File: config.mk
export PLATFORM = sky130hd
export DESIGN_NAME = gdsp_merge
export DESIGN_NICKNAME = d
export VERILOG_FILES = /design/src/hdl/grid_dijkstra_shortest_path_assert.svh /design/src/hdl/gdsp_pkg.sv /design/src/hdl/gdsp_merge.sv
export SDC_FILE = /design/constraint.sdc
export NUM_CORES = 1
export LEC_CHECK = 0
export BUFFER_PORTS_ARGS = -buffer_cell sky130_fd_sc_hd__buf_2
export CAP_MARGIN = 25
export CORE_MARGIN = 2
export CORE_UTILIZATION = 44
export DETAILED_ROUTE_END_ITERATION = 6
export GPL_TIMING_DRIVEN = 0
export PLACE_DENSITY_LB_ADDON = 0.1
export SLEW_MARGIN = 0
export SYNTH_ARGS = -nofsm -noshare
export SYNTH_HDL_FRONTEND = slang
export SYNTH_SLANG_ARGS = --single-unit
export TNS_END_PERCENT = 10
File: constraint.sdc
create_clock -name clk_i -period 0.8 [get_ports clk_i]
set_input_delay 0.04 -clock clk_i [delete_from_list [all_inputs] [get_ports clk_i]]
set_output_delay 0.04 -clock clk_i [all_outputs]
set_load 0.03 [all_outputs]
File: src/hdl/grid_dijkstra_shortest_path_assert.svh
// ----------------------------------------------------------------------------
// Assertion macros for the grid shortest-path engine
// Clocked on clk_i, disabled while rst_ni is low.
// ----------------------------------------------------------------------------
`ifndef GRID_DIJKSTRA_SHORTEST_PATH_ASSERT_SVH
`define GRID_DIJKSTRA_SHORTEST_PATH_ASSERT_SVH

// consequent holds in the same cycle as the antecedent
`define GDSP_ASSERT_NOW(lbl, ante, cons, msg) \
  lbl: assert property (@(posedge clk_i) disable iff (!rst_ni) (ante) |-> (cons)) \
    else $error(msg);

// consequent holds in the cycle after the antecedent
`define GDSP_ASSERT_NEXT(lbl, ante, cons, msg) \
  lbl: assert property (@(posedge clk_i) disable iff (!rst_ni) (ante) |=> (cons)) \
    else $error(msg);

`endif

File: src/hdl/gdsp_pkg.sv
// ----------------------------------------------------------------------------
// gdsp_pkg
// Types and constants shared by the grid shortest-path engine.
// ----------------------------------------------------------------------------
`default_nettype none

package gdsp_pkg;

  localparam int DIST_W  = 26;
  localparam logic [DIST_W-1:0] DIST_MAX = {DIST_W{1'b1}};
  localparam int NODE_W  = 10;
  localparam int CFG_W   = 11;
  localparam int PW      = 2 * CFG_W;
  localparam int EDGE_W  = 4;
  localparam int WIN_W   = 16;
  localparam int IN_W    = 80;
  localparam int OUT_W   = 48;

  // layout of one lane entry: {pred, dist, last column, first column, mark}
  localparam int E_MARK_LO = 0;
  localparam int E_FIRST   = 2;
  localparam int E_LAST    = 3;
  localparam int E_DIST_LO = 4;
  localparam int E_PRED_LO = E_DIST_LO + DIST_W;

  typedef enum logic [1:0] {
    CMD_LOAD  = 2'd0,
    CMD_RUN   = 2'd1,
    CMD_QUERY = 2'd2,
    CMD_NOP   = 2'd3
  } cmd_e;

  typedef enum logic [1:0] {
    ST_OK      = 2'd0,
    ST_UNREACH = 2'd1,
    ST_RANGE   = 2'd2,
    ST_NORUN   = 2'd3
  } status_e;

  typedef enum logic [1:0] {
    MARK_UNSEEN = 2'd0,
    MARK_FRONT  = 2'd1,
    MARK_DONE   = 2'd2
  } mark_e;

  typedef enum logic [1:0] {
    DIR_UP    = 2'd0,
    DIR_RIGHT = 2'd1,
    DIR_LEFT  = 2'd2,
    DIR_DOWN  = 2'd3
  } dir_e;

  typedef enum logic [1:0] {
    CFG_ROWS   = 2'd0,
    CFG_COLS   = 2'd1,
    CFG_SOURCE = 2'd2,
    CFG_TARGET = 2'd3
  } cfg_e;

  typedef enum logic [3:0] {
    FSM_INIT,
    FSM_IDLE,
    FSM_CLR,
    FSM_SCAN,
    FSM_DRAIN1,
    FSM_DRAIN2,
    FSM_PICK,
    FSM_WGT,
    FSM_NRD,
    FSM_NWR,
    FSM_RDN,
    FSM_RPT,
    FSM_EMIT
  } fsm_e;

endpackage

`default_nettype wire

File: src/hdl/gdsp_merge.sv
// ----------------------------------------------------------------------------
// gdsp_merge
// Combine the lane minima into the nearest frontier node, lowest index on
// a tie, and register it.
// ----------------------------------------------------------------------------
`default_nettype none

module gdsp_merge import gdsp_pkg::*; #(
  parameter int LANES = 4,
  parameter int NB    = 10,
  localparam int EW   = E_PRED_LO + NB
) (
  input  wire logic          clk_i,
  input  wire logic          rst_ni,
  input  wire logic          vld_i [LANES],
  input  wire logic [NB-1:0] idx_i [LANES],
  input  wire logic [EW-1:0] ent_i [LANES],
  output logic               vld_o,
  output logic      [NB-1:0] idx_o,
  output logic      [EW-1:0] ent_o
);

  logic              best_v;
  logic [NB-1:0]     best_i;
  logic [EW-1:0]     best_e;
  logic [DIST_W-1:0] best_d;
  logic              vld_q;
  logic [NB-1:0]     idx_q;
  logic [EW-1:0]     ent_q;

  always_comb begin
    best_v = 1'b0;
    best_i = '0;
    best_e = '0;
    best_d = '0;
    for (int l = 0; l < LANES; l++) begin
      if (vld_i[l] && (!best_v || (ent_i[l][E_DIST_LO +: DIST_W] < best_d) ||
          ((ent_i[l][E_DIST_LO +: DIST_W] == best_d) && (idx_i[l] < best_i)))) begin
        best_v = 1'b1;
        best_i = idx_i[l];
        best_e = ent_i[l];
        best_d = ent_i[l][E_DIST_LO +: DIST_W];
      end
    end
  end

  always_ff @(posedge clk_i or negedge rst_ni) begin
    if (!rst_ni) begin
      vld_q <= 1'b0;
    end else begin
      vld_q <= best_v;
    end
  end

  always_ff @(posedge clk_i) begin
    idx_q <= best_i;
    ent_q <= best_e;
  end

  assign vld_o = vld_q;
  assign idx_o = idx_q;
  assign ent_o = ent_q;

endmodule

`default_nettype wire

==> summary by stage, run 1 <==
Timing
At the pin with the least slew margin, the transition time is 0.5248 ns. The final period demand of the worst path is 6.952 ns. The share of the clock period used by the worst path is 869.0%.

The total count of max-transition violations in the final report is 0. Setup violations remaining at the end of the flow were counted as 80. Final hold analysis gives a worst-case slack of 0.001755 ns. Headroom to the max-slew limit came out at 64.94%. Derived from the worst setup path, the maximum achievable clock frequency is 143.8 MHz. The number of hold violations in the final report came to 0. In the post-route analysis, the smallest setup slack over all paths is -6.152 ns. Setup repair after global routing could not meet its margin everywhere. The summed negative setup slack over all endpoints is -304.43 ns.

Routing
The DRC violation count after routing is 0. The number of vias per cell is 5.463. The count of vias placed by the detailed router is 6468.

The mean routed wirelength per cell is 18.36 um. For this block, the initial DRC count from the detailed router was 380. The number of antenna-violating nets in the routed design is 0.

After detailed routing, the total wire length is 21.74 mm. The first detailed-routing pass took 5 iterations.

Floorplan
The initial core utilization is 45.43%. The core region is 12060 um^2. The number of rows created at floorplan is 40.

The number of primary I/O pins is 257. The height of the die is 115.6 um. The full die area is 13360 um^2. In this run the horizontal extent of the chip is 115.6 um.

Outcome
The final reports fail on setup timing. The flow ran to the end, but the final reports show violations.

Cells and area
The repair_antennas step left the layout with diodes totalling 0. Relative to the synthesized area, the layout overhead comes to 68.90%. The utilization of the core after routing is 76.72%.

The post-route netlist has 50.20% of its cells at a drive strength greater than 1. The non-filler instance count after layout is 1184. Summing all multi-input logic gate instances after layout gives 4621 um^2.

The total area of sequential cells is 1087 um^2. The post-route standard cell area excluding fillers is 9254 um^2. The number of inserted filler cells in the final layout is 875.

The final net count is 1326.

CTS
Clock-pin slew was measured on the worst setup and hold paths at 0.08 ns. The number of clock sinks is 51. The library cell used as clock root buffer is clkbuf_16. TritonCTS built the clock tree. The buffer levels on the longest clock path is 2. Buffers inserted during clock tree synthesis total 5. The number of levels in the clock H-tree is 2.

GRT
The first global-routing pass estimated 32.73 mm of wire. The aggregate global routing overflow is 0. The number of global-route vias before repair was 6738. Entering global routing, the biggest net connects 18 pins. The aggregate global-route resource usage is 31.74%. The number of antenna violations at the first check in global routing is 3.

Synthesis
The warning count from the yosys run is 0. The top flip-flop cell by instance count after synthesis is dfxtp_1. The cell count after synthesis is 657. The fraction of registers with async set or reset after synthesis is 1.961%.

The post-synthesis cell area is 5479 um^2. The netlist uses 50 different library cells. Yosys mapped a number of flops with a built-in enable equal to 0.

The register bit total from synthesis is 51. The synthesized area per cell is 8.339 um^2. The number of nets produced by synthesis is 968. The sequential element share of the synthesized area is 18.73%.

Hold path
The endpoint with the worst hold slack is ent_o[18]$_DFF_P_. The worst hold path begins at ent_i[18]. The worst hold path was traced through 3 stages. The worst hold path belongs to the class primary input to flip-flop.

Pwr
The analysis attributes to cell leakage a power of 4.777 nW. The fraction of power spent switching nets is 39.26%. The power per unit of standard cell area is 1498 nW/um^2. The internal portion of total power is 8.421 mW. The clock network power share is 16.8%.

Power comes to 13.86 mW. Summed over all nets, the switching power comes to 5.442 mW. Combinational logic is responsible for 58.6% of the overall power. The share of total power dissipated in sequential elements is 24.6%.

The worst-case IR drop observed on VDD is 0.0009460 V.

Placed design
The setup slack at placement is -7.746 ns. Input and output buffers added on the ports amount to 256. Summing all placed instances gives a cell area of 7236 um^2. Once detailed placement completed, the half-perimeter wirelength came to 15.90 mm. Counting tap cells, the placed design contains a total of 1081 instances.

The congestion estimate from routability-driven global placement came to 0.9004.

Worst setup path
The biggest fanout along the worst timing path is 8. The critical path start-end classification is primary input to flip-flop. The slowest stage of the critical path is the or4_1 cell. The largest single stage delay on the critical path is 0.56 ns. STA classifies the critical path endpoint as a flip-flop.

The required time of the critical path is 1.01 ns. The worst setup path is launched from a primary input. Data on the critical path arrives at its endpoint at 7.16 ns.

Run
The tool flagged a number of max-cap violations equal to 0.
==> registers in the layout, summed over array words and instances, names as in the netlist <==
register and flops:
ent_o 40, vld_o 1, idx_o 10
==> cells in the mapped netlist, types with 3 or more instances <==
cell	instances	share of area, %
ha_1	105	24
inv_1	77	5.3
a21oi_1	63	5.8
mux2_2	56	12
nand2_1	54	3.7
nor2_1	52	3.6
dfxtp_1	50	18
mux2i_1	35	6.4
nand4_1	24	2.7
o21ai_0	17	1.6
a21o_1	15	2.1
a22o_1	14	2.2
clkbuf_1	9	0.62
mux2_1	9	1.8
buf_2	8	0.73
buf_4	6	0.82
a211oi_1	4	0.55
nor2b_1	4	0.46
nor3_1	4	0.37
nor4_1	4	0.46
a31oi_1	3	0.34
and3_1	3	0.34
and4_1	3	0.48
nand3_1	3	0.27
or4_1	3	0.41
==> routing by layer <==
| metal | global-route usage (%) | wire length, um | up-vias | part of all wire (%) |
|---|---|---|---|---|
| li1 | - | - | 3082 | - |
| met1 | 33.11 | 8001 | 3027 | 37 |
| met4 | 14.78 | 828 | 6 | 3.8 |
| met2 | 59.65 | 11330 | 283 | 52 |
| met5 | 0 | 42 | - | 0.19 |
| met3 | 7.584 | 1534 | 70 | 7.1 |
==> timing repair <==
| item | 4_1_cts | 5_1_grt |
|---|---|---|
| endpoints found under the hold margin | 48 | 0 |
| cloned | 3 | 1 |
| gates resized for setup | 241 | 27 |
| buffers inserted | 38 | 6 |
| hold buffers | 48 | 0 |
| setup endpoints to repair | 102 | 102 |
| pin swaps | 40 | 4 |
==> layout make-up <==
class                           instances  area share, %
Buffer                                 23          3.664
Clock buffer                            5          1.352
Clock inverter                          3         0.2434
Inverter                               77          3.123
Multi-Input combinational cell        505          49.93
Sequential cell                        51          11.75
Tap cell                              168          2.272
Timing Repair Buffer                  352          27.66
==> power groups by stage <==
stage	Sequential (mW)	Combinational, mW	Clock (mW)
2_1_floorplan	4.26	3.10	0
3_3_place_gp	3.21	5.97	0
3_5_place_dp	3.22	6.15	0
4_1_cts	3.38	7.76	2.37
5_1_grt	3.44	8.70	2.46
6_report	3.41	8.13	2.32
==> worst max-delay path: cells and delay by family <==
family / cells / cell delay, ns
compound gates: 11 / 1.93
simple gates: 9 / 1.99
buf+inv: 11 / 1.71
mux: 2 / 0.63
fa+ha+maj: 3 / 0.83
==> cells in the final DEF, fill, tap and decap left out, types with 42 or more instances in the layout <==
master         instances
mux2_2                42
buf_2                206
buf_6                 59
dlygate4sd3_1         48
inv_1                 77
ha_1                  90
a21oi_1               54
nand2_1               42
dfxtp_2               49
nor2_1                45
==> kinds of logic after synthesis <==
kind of cell / count (synthesis) / share of synthesized area, %
buf+inv: 101 / 7.513
mux: 100 / 19.75
compound gates: 136 / 15.83
fa+ha+maj: 105 / 23.98
simple gates: 164 / 14.20
flops: 51 / 18.73
==> worst max-delay path by stage <==
| stage | start | to |
|---|---|---|
| floorplan | vld_i[3] | ent_o[0]$_DFF_P_ |
| global placement | vld_i[3] | ent_o[30]$_DFF_P_ |
| detailed placement | vld_i[3] | ent_o[35]$_DFF_P_ |
| CTS | vld_i[3] | ent_o[0]$_DFF_P_ |
| global route | vld_i[3] | ent_o[0]$_DFF_P_ |
| finish | vld_i[3] | ent_o[35]$_DFF_P_ |
(Power assumes the default switching activity.)
==> run 2, diff against run 1 <==
==> constraint.sdc (replaced) <==
create_clock -name clk_i -period 0.8 [get_ports clk_i]
set_input_delay 0 -clock clk_i [delete_from_list [all_inputs] [get_ports clk_i]]
set_output_delay 0 -clock clk_i [all_outputs]
set_load 0.03 [all_outputs]
==> run 2 against run 1 <==
Effect of this change: the flow finishes with violations (hold timing, setup timing); critical path type unchanged; worst hold slack got worse by 0.014 ns; global-route usage fell by 0.41 points; core utilization fell by 0.76 points; largest power group unchanged; sequential share of layout area fell by 0.35 points; flip-flop and latch count did not move; critical endpoint is now ent_o[12]$_DFF_P_; critical path depth fell by 3; setup slack improved by 0.068 ns; highest routed layer unchanged; routed wire length fell by 0.98%.
==> summary by stage, run 2 (synthesized netlist as in run 1, its figures left out) <==
Floorplan
The die boundary width is 115.6 um (unchanged). The height of the die came to 115.6 um (unchanged). The full die area came to 13360 um^2 (unchanged). The core region area came to 12060 um^2 (unchanged). The number of rows created at floorplan is 40 (unchanged). The initial core utilization came to 45.43% (unchanged). The number of primary I/O pins is 257 (unchanged).

Placed design
The count of input and output buffers is 256 (unchanged). The routability congestion estimate from global placement is 0.9004 (unchanged). The number of cells after detailed placement came to 1081 (unchanged).

The HPWL reported at the end of detailed placement was 15.90 mm (unchanged).

Worst setup path
The library cell contributing the largest single delay on the critical path is or4_4 (was or4_1). The data arrival at the endpoint of the critical path came to 7.12 ns (was 7.16 ns). The startpoint of the most critical setup path is vld_i[3] (unchanged). The biggest fanout along the worst timing path is 8 (unchanged). The launching element type of the critical path is a primary input (unchanged). The required time of the critical path is 1.04 ns (was 1.01 ns). The category of the worst setup path capture point is a flip-flop (unchanged). The critical path start-end classification is primary input to flip-flop (unchanged).

The critical path's largest stage delay is 0.62 ns (was 0.56 ns). The worst setup path endpoint is ent_o[12]$_DFF_P_ (was ent_o[35]$_DFF_P_).

Routing
The DRC violation count after routing is 0 (unchanged). The count of vias placed by the detailed router is 6476 (was 6468). The DRC violation total after the first TritonRoute iteration is 371 (was 380). The number of iterations in the first detailed-routing pass is 5 (unchanged).

The number of antenna-violating nets in the routed design is 0 (unchanged). The number of vias per cell is 5.447 (was 5.463). The mean routed wirelength per cell came to 18.10 um (was 18.36 um). The routed wire length is 21.52 mm (was 21.74 mm).

Timing
The number of hold violations in the final report is 1 (was 0). The count of final setup violators is 53 (was 80). The share of the clock period used by the worst path is 860.5% (was 869.0%). The worst setup margin is -6.084 ns (was -6.152 ns). The final hold slack was -0.01206 ns (was 0.001755 ns).

The summed negative setup slack over all endpoints came to -301.36 ns (was -304.43 ns). The relative slew slack is 65.00% (was 64.94%). The final period demand of the worst path is 6.884 ns (was 6.952 ns).

Unrepaired setup endpoints after global routing: true (unchanged). The total count of max-transition violations in the final report is 0 (unchanged). The maximum clock frequency is 145.3 MHz (was 143.8 MHz). The measured slew at the worst slew-check pin is 0.5239 ns (was 0.5248 ns).

GRT
The global-route wire length before repair is 32.26 mm (was 32.73 mm). The pin count of the biggest net entering global routing came to 18 (unchanged). The met1 track demand over resource is 32.79% (was 33.11%). The global routing's busiest layer is met2 (unchanged).

The aggregate global-route resource usage is 31.34% (was 31.74%). The number of global-route vias before repair is 6671 (was 6738). The met2 global-route usage is 58.64% (was 59.65%). The number of antenna violations at the first check in global routing is 3 (unchanged). The aggregate global routing overflow is 0 (unchanged). The fraction of met3 tracks used by global routing is 7.270% (was 7.584%).

CTS
The number of clock sinks is 51 (unchanged). The library cell used as clock root buffer is clkbuf_16 (unchanged). The number of buffers added by the clock tree synthesis step is 5 (unchanged). The number of levels in the clock H-tree came to 2 (unchanged). The TritonCTS clock tree was built (unchanged). The count of hold buffers inserted by post-cts repair is 52 (was 48). The buffer levels on the longest clock path came to 2 (unchanged). The CTS clock-pin slew for the worst setup and hold paths came to 0.07 ns (was 0.08 ns).

Outcome
Status: complete, but fails checks (unchanged). Failing checks: hold timing, setup timing (was setup timing).

Pwr
The power per unit of standard cell area came to 1487 nW/um^2 (was 1498 nW/um^2). The maximum ir drop on the vdd rail is 0.0009762 V (was 0.0009460 V). The leakage power total was 4.760 nW (was 4.777 nW).

Cells and area
The number of flip-flops in the largest register is 40 (unchanged). The non-filler instance count after layout is 1189 (was 1184). The share of cells above drive strength 1 is 46.67% (was 50.20%). The final net count is 1330 (was 1326). Most frequent cells in the layout: buf_2 (206), ha_1 (90), inv_1 (77) (unchanged).

The most common cell after layout, fill and taps aside was buf_2 (unchanged). The growth of design area from synthesis to finish is 67.23% (was 68.90%).

Run
The total of max-cap violations came to 0 (unchanged).

Hold path
The path type of the worst min-delay path is primary input to flip-flop (unchanged).
-- run 2: cell count changes in the layout (fill, tap and decap cells not counted), moves of 4 or more --
cell           change
buf_4             +22
buf_6             -22
dfxtp_1           +34
dfxtp_2           -34
dlygate4sd3_1      +4
-- run 2: final cells by class --
class / count / area, um^2
fill: 869 / 2899
clock buffer: 5 / 125.1
buffer: 23 / 339.1
clock inverter: 3 / 22.52
sequential: 51 / 1045
timing repair buffer: 356 / 2505
tap: 168 / 210.2
antenna: 1 / 2.502
inverter: 77 / 289.0
multi-input combinational: 505 / 4624
-- run 2: metrics by stage --
stage | power, mW | area (um^2) | utilization [%] | worst slack [ns]
2_1_floorplan | 7.367 | 5744 | - | -5.512
3_3_place_gp | 9.183 | 7236 | 59.99 | -7.559
3_5_place_dp | 9.367 | 7236 | 59.99 | -7.706
6_report | 13.62 | 9163 | 75.96 | -6.084
4_1_cts | 13.09 | 8861 | 73.46 | -5.857
5_1_grt | 14.38 | 9163 | 75.96 | -6.284
-- run 2: how the worst min path moves through the flow --
stage                   from              end  slack, ns  cells past startpoint
global route        vld_i[0]  vld_o$_DFF_PN0_      -0.02                      2
detailed placement    rst_ni  vld_o$_DFF_PN0_      -0.22                      1
floorplan             rst_ni  vld_o$_DFF_PN0_      -0.30                      0
finish              vld_i[0]  vld_o$_DFF_PN0_      -0.01                      2
CTS                 vld_i[0]  vld_o$_DFF_PN0_      -0.02                      2
global placement      rst_ni  vld_o$_DFF_PN0_      -0.23                      1
-- run 2: what timing repair did --
| item | 4_1_cts | 5_1_grt |
|---|---|---|
| cloned | 3 | 1 |
| gates resized for setup | 156 | 61 |
| buffers inserted | 38 | 6 |
| pin swaps | 40 | 3 |
| setup endpoints to repair | 97 | 84 |
| hold endpoints to repair | 52 | 1 |
-- run 2: worst max-delay path, delay by kind of cell --
family                   cells  cell delay, ns
AO/OA/AOI/OAI                9            1.62
adder cells (fa/ha/maj)      3            0.84
buffers and inverters        9            1.43
multiplexers                 2            0.53
AND/OR/NAND/NOR             10            2.64
-- run 2: per-layer routing --
layer | vias to the layer above | share of wire (%) | wire [um]
met3 | 70 | 7.2 | 1558
met1 | 3016 | 36 | 7840
met2 | 290 | 52 | 11200
li1 | 3096 | - | -
met5 | - | 0.12 | 25
met4 | 4 | 4.2 | 899
-- run 2: where the power goes --
group | switching (mW) | leakage (nW) | internal (mW) | total, mW
Combinational | 4.02 | 4.25 | 3.96 | 7.98
Sequential | 0.218 | 0.432 | 3.08 | 3.30
Clock | 1.16 | 0.0746 | 1.18 | 2.34
